<file path="src/rtl/rgbed_pkg.sv">
package rgbed_pkg;

    localparam int PIX_W  = 8;
    localparam int SQ_W   = 2 * PIX_W;
    localparam int OPND_W = SQ_W + 2;
    localparam int ROOT_W = OPND_W / 2;
    localparam int OUT_W  = 32;

    // Highest even weight of the square-root operand
    localparam logic [OPND_W-1:0] TOP_BIT = OPND_W'(1) << (OPND_W - 2);

    typedef struct packed {
        logic [OPND_W-1:0] rem;
        logic [OPND_W-1:0] root;
        logic [OPND_W-1:0] bit_w;
        logic              frame_end;
    } sqrt_data_t;

endpackage

</file>
<file path="src/rtl/rgb_euclid_distance_sum.sv">
// Stages: the input transfer loads the square stage; 9 square-root digit cells and the
// accumulate/output register follow, and the last of these presents total_distance.
// Throughput: one pixel pair per cycle while the chain is not stalled; each cell settles one root bit and passes on.
// A waiting frame total stalls the chain only when the next frame end reaches it.
// Reset (rst_n low, asynchronous) empties every stage and clears the running sum.
module rgb_euclid_distance_sum
    import rgbed_pkg::*;
#(
    parameter int SUM_BITS = 32
)
(
    input  logic             clk,
    input  logic             rst_n,
    input  logic             in_valid,
    output logic             in_ready,
    input  logic [PIX_W-1:0] ref_red,
    input  logic [PIX_W-1:0] ref_green,
    input  logic [PIX_W-1:0] ref_blue,
    input  logic [PIX_W-1:0] cand_red,
    input  logic [PIX_W-1:0] cand_green,
    input  logic [PIX_W-1:0] cand_blue,
    input  logic             frame_end,
    output logic             out_valid,
    input  logic             out_ready,
    output logic [OUT_W-1:0] total_distance
);

    sqrt_data_t chain_data  [ROOT_W+1];
    logic       chain_valid [ROOT_W+1];
    logic       chain_ready [ROOT_W+1];

    rgbed_sqdiff u_sqdiff (
        .clk        (clk),
        .rst_n      (rst_n),
        .in_valid   (in_valid),
        .in_ready   (in_ready),
        .ref_red    (ref_red),
        .ref_green  (ref_green),
        .ref_blue   (ref_blue),
        .cand_red   (cand_red),
        .cand_green (cand_green),
        .cand_blue  (cand_blue),
        .frame_end  (frame_end),
        .dn_valid   (chain_valid[0]),
        .dn_ready   (chain_ready[0]),
        .dn_data    (chain_data[0])
    );

    for (genvar i = 0; i < ROOT_W; i++)
    begin : g_cell
        rgbed_sqrt_cell u_cell (
            .clk      (clk),
            .rst_n    (rst_n),
            .up_valid (chain_valid[i]),
            .up_ready (chain_ready[i]),
            .up_data  (chain_data[i]),
            .dn_valid (chain_valid[i+1]),
            .dn_ready (chain_ready[i+1]),
            .dn_data  (chain_data[i+1])
        );
    end

    rgbed_accum #(
        .SUM_BITS (SUM_BITS)
    ) u_accum (
        .clk            (clk),
        .rst_n          (rst_n),
        .in_valid       (chain_valid[ROOT_W]),
        .in_ready       (chain_ready[ROOT_W]),
        .pair_root      (chain_data[ROOT_W].root[ROOT_W-1:0]),
        .frame_end      (chain_data[ROOT_W].frame_end),
        .out_valid      (out_valid),
        .out_ready      (out_ready),
        .total_distance (total_distance)
    );

endmodule

</file>
<file path="src/rtl/rgbed_sqdiff.sv">
module rgbed_sqdiff
    import rgbed_pkg::*;
(
    input  logic             clk,
    input  logic             rst_n,
    input  logic             in_valid,
    output logic             in_ready,
    input  logic [PIX_W-1:0] ref_red,
    input  logic [PIX_W-1:0] ref_green,
    input  logic [PIX_W-1:0] ref_blue,
    input  logic [PIX_W-1:0] cand_red,
    input  logic [PIX_W-1:0] cand_green,
    input  logic [PIX_W-1:0] cand_blue,
    input  logic             frame_end,
    output logic             dn_valid,
    input  logic             dn_ready,
    output sqrt_data_t       dn_data
);

    logic       valid_reg;
    sqrt_data_t data_reg;
    sqrt_data_t data_next;
    logic [PIX_W-1:0] d_r;
    logic [PIX_W-1:0] d_g;
    logic [PIX_W-1:0] d_b;
    logic [SQ_W-1:0]  sq_r;
    logic [SQ_W-1:0]  sq_g;
    logic [SQ_W-1:0]  sq_b;

    assign in_ready = !valid_reg || dn_ready;
    assign dn_valid = valid_reg;
    assign dn_data  = data_reg;

    always_comb
    begin
        d_r  = (ref_red   >= cand_red)   ? ref_red   - cand_red   : cand_red   - ref_red;
        d_g  = (ref_green >= cand_green) ? ref_green - cand_green : cand_green - ref_green;
        d_b  = (ref_blue  >= cand_blue)  ? ref_blue  - cand_blue  : cand_blue  - ref_blue;
        sq_r = SQ_W'(d_r) * SQ_W'(d_r);
        sq_g = SQ_W'(d_g) * SQ_W'(d_g);
        sq_b = SQ_W'(d_b) * SQ_W'(d_b);
        data_next.rem       = OPND_W'(sq_r) + OPND_W'(sq_g) + OPND_W'(sq_b);
        data_next.root      = '0;
        data_next.bit_w     = TOP_BIT;
        data_next.frame_end = frame_end;
    end

    always_ff @(posedge clk or negedge rst_n)
    begin
        if (!rst_n)
        begin
            valid_reg <= 1'b0;
        end
        else if (in_ready)
        begin
            valid_reg <= in_valid;
        end
    end

    always_ff @(posedge clk)
    begin
        if (in_valid && in_ready)
        begin
            data_reg <= data_next;
        end
    end

endmodule

</file>
<file path="src/rtl/rgbed_sqrt_cell.sv">
module rgbed_sqrt_cell
    import rgbed_pkg::*;
(
    input  logic       clk,
    input  logic       rst_n,
    input  logic       up_valid,
    output logic       up_ready,
    input  sqrt_data_t up_data,
    output logic       dn_valid,
    input  logic       dn_ready,
    output sqrt_data_t dn_data
);

    logic              valid_reg;
    sqrt_data_t        data_reg;
    sqrt_data_t        data_next;
    logic [OPND_W:0]   trial;

    assign up_ready = !valid_reg || dn_ready;
    assign dn_valid = valid_reg;
    assign dn_data  = data_reg;

    // One root digit: subtract root + bit when it fits
    always_comb
    begin
        trial               = {1'b0, up_data.root} + {1'b0, up_data.bit_w};
        data_next.frame_end = up_data.frame_end;
        data_next.bit_w     = up_data.bit_w >> 2;
        if ({1'b0, up_data.rem} >= trial)
        begin
            data_next.rem  = up_data.rem - trial[OPND_W-1:0];
            data_next.root = (up_data.root >> 1) + up_data.bit_w;
        end
        else
        begin
            data_next.rem  = up_data.rem;
            data_next.root = up_data.root >> 1;
        end
    end

    always_ff @(posedge clk or negedge rst_n)
    begin
        if (!rst_n)
        begin
            valid_reg <= 1'b0;
        end
        else if (up_ready)
        begin
            valid_reg <= up_valid;
        end
    end

    always_ff @(posedge clk)
    begin
        if (up_valid && up_ready)
        begin
            data_reg <= data_next;
        end
    end

endmodule

</file>
<file path="src/rtl/rgbed_accum.sv">
module rgbed_accum
    import rgbed_pkg::*;
#(
    parameter int SUM_BITS = 32
)
(
    input  logic              clk,
    input  logic              rst_n,
    input  logic              in_valid,
    output logic              in_ready,
    input  logic [ROOT_W-1:0] pair_root,
    input  logic              frame_end,
    output logic              out_valid,
    input  logic              out_ready,
    output logic [OUT_W-1:0]  total_distance
);

    logic [SUM_BITS-1:0] sum_reg;
    logic [SUM_BITS-1:0] sum_next;
    logic                out_valid_reg;
    logic [OUT_W-1:0]    total_reg;
    logic                take;

    // Hold a frame total back only while the previous one waits
    assign in_ready       = !frame_end || !out_valid_reg || out_ready;
    assign take           = in_valid && in_ready;
    assign sum_next       = sum_reg + SUM_BITS'(pair_root);
    assign out_valid      = out_valid_reg;
    assign total_distance = total_reg;

    always_ff @(posedge clk or negedge rst_n)
    begin
        if (!rst_n)
        begin
            sum_reg       <= '0;
            out_valid_reg <= 1'b0;
        end
        else
        begin
            if (take && frame_end)
            begin
                sum_reg       <= '0;
                out_valid_reg <= 1'b1;
            end
            else
            begin
                if (take)
                begin
                    sum_reg <= sum_next;
                end
                if (out_ready)
                begin
                    out_valid_reg <= 1'b0;
                end
            end
        end
    end

    always_ff @(posedge clk)
    begin
        if (take && frame_end)
        begin
            total_reg <= OUT_W'(sum_next);
        end
    end

`ifndef ASSERT_OFF
    a_clear_on_end: assert property (@(posedge clk) disable iff (!rst_n)
        take && frame_end |=> sum_reg == '0)
        else $error("accumulator not cleared after frame end");

    a_result_on_end: assert property (@(posedge clk) disable iff (!rst_n)
        take && frame_end |=> out_valid_reg)
        else $error("frame total not presented");

    a_hold_total: assert property (@(posedge clk) disable iff (!rst_n)
        out_valid_reg && !out_ready |=> out_valid_reg && $stable(total_reg))
        else $error("waiting frame total changed");

    a_no_overwrite: assert property (@(posedge clk) disable iff (!rst_n)
        out_valid_reg && !out_ready && frame_end |-> !in_ready)
        else $error("frame total overwritten while waiting");
`endif

endmodule

</file>
<file path="config.mk">
export PLATFORM = sky130hd
export DESIGN_NAME = rgb_euclid_distance_sum
export DESIGN_NICKNAME = d
export VERILOG_FILES = /design/src/rtl/rgbed_pkg.sv /design/src/rtl/rgb_euclid_distance_sum.sv /design/src/rtl/rgbed_sqdiff.sv /design/src/rtl/rgbed_sqrt_cell.sv /design/src/rtl/rgbed_accum.sv
export SDC_FILE = /design/constraint.sdc
export NUM_CORES = 1
export LEC_CHECK = 0
export ABC_AREA = 1
export BUFFER_PORTS_ARGS = -buffer_cell sky130_fd_sc_hd__buf_2
export CORE_MARGIN = 5
export CORE_UTILIZATION = 36
export CTS_CLUSTER_SIZE = 8
export DETAILED_ROUTE_END_ITERATION = 6
export PLACE_DENSITY = 0.49
export SLEW_MARGIN = 20
export SYNTH_ARGS = -nofsm -noshare
export SYNTH_HDL_FRONTEND = slang
export SYNTH_HIERARCHICAL = 1
export SYNTH_SLANG_ARGS = --single-unit
</file>
<file path="constraint.sdc">
create_clock -name clk -period 13.5 [get_ports clk]
set_input_delay 2.025 -clock clk [delete_from_list [all_inputs] [get_ports clk]]
set_output_delay 2.025 -clock clk [all_outputs]
set_load 0.01 [all_outputs]
</file>
**After elaboration in Yosys (flattened, before gate mapping)**

Index checks and enable logic that the tools add are counted.
Widths: inputs -> output; s select.

- $add $sub $neg: 33
- Multipliers: 3
- Reduce and logical (&&, ||, !) cells: 38
- Mux-type cells: 16
- $lt $le $gt $ge: 12

Operators by type and width:

| cell | number |
|---|---|
| $mux 36 | 8 |
| $ge 18x19->1 | 8 |
| $sub 18x18->18 | 7 |
| $mux 32 | 2 |
| $mul 8x8->16 | 3 |
| $sub 8x8->8 | 6 |
| $add 32x9->32 | 1 |
| $ge 8x8->1 | 3 |
| $mux 8 | 3 |
| $add 18x1->19 const B | 1 |
| $add 18x11->19 const B | 1 |
| $add 18x13->19 const B | 1 |
| $add 18x3->19 const B | 1 |
| $add 18x5->19 const B | 1 |
| $add 18x7->19 const B | 1 |
| $add 18x9->19 const B | 1 |
| $add 17x11->18 const B | 1 |
| $add 17x13->18 const B | 1 |
| $add 17x15->18 const B | 1 |
| $add 17x3->18 const B | 1 |
| $add 17x5->18 const B | 1 |
| $add 17x7->18 const B | 1 |
| $add 17x9->18 const B | 1 |
| $add 18x16->18 | 1 |
| 11 further kinds | 46 |

- Flip-flop bits (word level): 383
- Input port bits: 53
- Output and inout bits: 34

**Logic depth before layout (Yosys ltp)**

- Depth in word-level cells: 14
- Depth in mapped cells: 37
- Gate-level depth less buffers: 36

**Hierarchy**

Netlist, hierarchy kept.

Modules (own cells, without submodules):

| module | instances | area each (um^2) | sequential area each (um^2) | cells an instance |
|---|---|---|---|---|
| rgbed_sqrt_cell at g_cell[1].u_cell ... | 4 | 5142.4 | 1616.6 | 722 |
| rgbed_sqrt_cell at g_cell[6].u_cell ... | 3 | 5203.7 | 1616.6 | 731 |
| rgbed_sqdiff | 1 | 8977.4 | 595.6 | 1138 |
| rgbed_sqrt_cell at g_cell[0].u_cell | 1 | 5247.5 | 1616.6 | 744 |
| rgbed_sqrt_cell at g_cell[5].u_cell | 1 | 5246.3 | 1616.6 | 746 |
| rgbed_accum | 1 | 3634.7 | 1786.7 | 458 |

**Worst setup path before layout**

Ideal clock, no wire load.

- Path type: in2reg
- From: input ref_green[0]
- To: register u_sqdiff.data_reg (netlist bit u_sqdiff/dn_data[51]) (data pin)
- Data required time: 13.235 ns
- Stages on the path: 29
- Arrival time: 8.231 ns
- Path slack: 5.004 ns
- Path buffers: 1
- Path through: inv_1 > ha_1 > inv_1 > fa_1 > nand3_1 > nand2_2 > nand2_1 > nand3_4 > nand2_1 > nand2_2 > buf_6 > inv_2 > nand2_1 > fa_1 > inv_1 > fa_1 > fa_1 > fa_1 > fa_1 > fa_1 > inv_1 > fa_1 > inv_1 > ha_1 > a21oi_1 > o21ai_0 > a21oi_1 > o21ai_0 > xor2_1

RTL lines:

| element | line | text |
|---|---|---|
| start, declared | rgb_euclid_distance_sum.sv:17 | `input logic [PIX_W-1:0] ref_green,` |
| end signal, assigned | rgbed_sqdiff.sv:64 | `data_reg <= data_next;` |
| end, declared | rgbed_sqdiff.sv:21 | `sqrt_data_t data_reg;` |

==> results.sh <==
export IMPL_status="finished, final reports clean"
export IMPL_cts_setup_buffers=0
export IMPL_r2r_setup_slack_ns=8.54
export IMPL_grt_pass1_vias=48311
export IMPL_critPathRequiredTime_ns=13.90
export IMPL_relSlewSlack_pct=32.84
export IMPL_numCtsBuffers=81
export IMPL_htree_levels=3
export IMPL_syn_inst=7787
export IMPL_dp_hpwl_um=143600
export IMPL_cpMaxStageDelayCell="fa_1"
export IMPL_final_nets=8674
export IMPL_worst_slew_pin_slew_ns=1.006
export IMPL_firstDrtPassIters=6
export IMPL_hold_depth=0
export IMPL_hold_buffers=0
export IMPL_drive_gt1_share_pct=5.007
export IMPL_grt_pass1_wl_um=271900
export IMPL_wl_per_cell_um=17.43
export IMPL_period_share_pct=63.30
export IMPL_rsz0062_at_grt="no"
export IMPL_r2r_end="g_cell[5].u_cell/dn_data[38]"
export IMPL_cp_start_kind="input port"
export IMPL_path_clk_slew_ns=0.05
export IMPL_clkSinkCount=528
export IMPL_holdPathEnd="g_cell[5].u_cell/dn_data[0]"
export IMPL_reg2reg_depth=19
export IMPL_final_cell_mix="nand2_1, inv_1, ha_1, nor2_1, nand3_1"
export IMPL_avgSynthCellArea_um2=7.247
export IMPL_antenna_found_initial=4
export IMPL_ant_nets=0
export IMPL_via_per_inst=4.935
export IMPL_fillers=16479
export IMPL_mappedNetlistArea_um2=56430
export IMPL_grt_max_degree=54
export IMPL_crit_fanout=11
export IMPL_design_core_area_um2=156000
export IMPL_routed_wl_um=173400
export IMPL_vias=49102
export IMPL_hold_class="register to register"
export IMPL_tns_ns=0
export IMPL_clk_latency_ns=0.69
export IMPL_cp_end_kind="register"
export IMPL_die_area_um2=164800
export IMPL_ys_warn_count=6
export IMPL_drv_slew=0
export IMPL_cts_tree="done"
export IMPL_dr_first_iter_drc_count=2910
export IMPL_grt_total_usage_pct=20.89
export IMPL_finalSetupViolations=0
export IMPL_path_common_cell="fa_1"
export IMPL_final_common_cell="nand2_1"
export IMPL_rr_startpoint="g_cell[4].u_cell/dn_data[3]"
export IMPL_min_from="g_cell[4].u_cell/dn_data[0]"
export IMPL_max_stage_delay_ns=0.59
export IMPL_cts_resized_gates=0
export IMPL_drc_errors=0
export IMPL_critPathLaunch="ref_green[0]"
export IMPL_finalClockSkew_ns=0.04874
export IMPL_path_class="input port to register"
export IMPL_grt_overflow_total=0
export IMPL_hold_viol=0
export IMPL_finalCriticalPeriod_ns=8.545
export IMPL_largest_reg_flops=434
export IMPL_max_cap_violations=0
export IMPL_clockBufferDepth=3
export IMPL_die_x_um=405.9
export IMPL_cts_root_buf="clkbuf_16"
export IMPL_die_h_um=405.9
export IMPL_fmax_ghz=0.1170
export IMPL_io_buffer_count=86
export IMPL_start_util_pct=36.17
export IMPL_place_gp_congestion=0.8912
export IMPL_cp_arrival_ns=8.94
export IMPL_io_pins=87
export IMPL_area_delta_synth_final_pct=8.101
export IMPL_rows=145
==> worst max-delay path by stage <==
stage                           endpoint  depth (start not counted)  slack [ns]
finish              u_sqdiff/dn_data[51]                         29        4.96
global route        u_sqdiff/dn_data[54]                         30        4.48
CTS                 u_sqdiff/dn_data[51]                         29        4.98
detailed placement  u_sqdiff/dn_data[51]                         29        4.25
global placement    u_sqdiff/dn_data[51]                         29        4.24
floorplan           u_sqdiff/dn_data[51]                         29        5.00
==> layer usage <==
| layer | part of all wire (%) | wire (um) | GRT usage (%) | up-vias |
|---|---|---|---|---|
| met5 | 0.012 | 20 | 0 | - |
| met4 | 2.6 | 4464 | 5.350 | 2 |
| met3 | 3.1 | 5375 | 2.235 | 221 |
| met2 | 50 | 86140 | 37.58 | 874 |
| met1 | 45 | 77440 | 26.72 | 22804 |
| li1 | - | - | - | 25201 |
==> stage by stage <==
| step | setup slack, ns | hold slack [ns] | instances | util, % | cell area, um2 |
|---|---|---|---|---|---|
| global placement | 4.241 | 0.4014 | 9828 | 37.58 | 58640 |
| CTS | 4.981 | 0.4175 | 9947 | 39.09 | 60990 |
| global route | 4.478 | 0.4226 | 9947 | 39.10 | 61000 |
| detailed placement | 4.252 | 0.4045 | 9828 | 37.58 | 58640 |
| floorplan | 5.004 | 0.4003 | 7829 | - | 56590 |
| finish | 4.955 | 0.4159 | 9950 | 39.10 | 61010 |
==> cell type report <==
class / count / area, um2 / area share (%)
Clock inverter: 17 / 211.5 / 0.3466
Inverter: 1161 / 4363 / 7.152
Timing Repair Buffer: 100 / 535.5 / 0.8778
Multi-Input combinational cell: 5981 / 35530 / 58.23
Clock buffer: 102 / 2147 / 3.519
Tap cell: 2058 / 2575 / 4.221
Sequential cell: 528 / 15640 / 25.64
Antenna cell: 3 / 7.507 / 0.01231
==> critical path: cells and delay by family <==
family          cells  cell delay (ns)
compound gates      4             0.65
xor+xnor            1             0.16
fa+ha+maj          10             4.72
buf+inv             7             0.56
simple gates        7             0.85
Power is left out: the tool's default activity adds up to more than one toggle a clock period on the data nets, which glitch-free logic cannot reach.
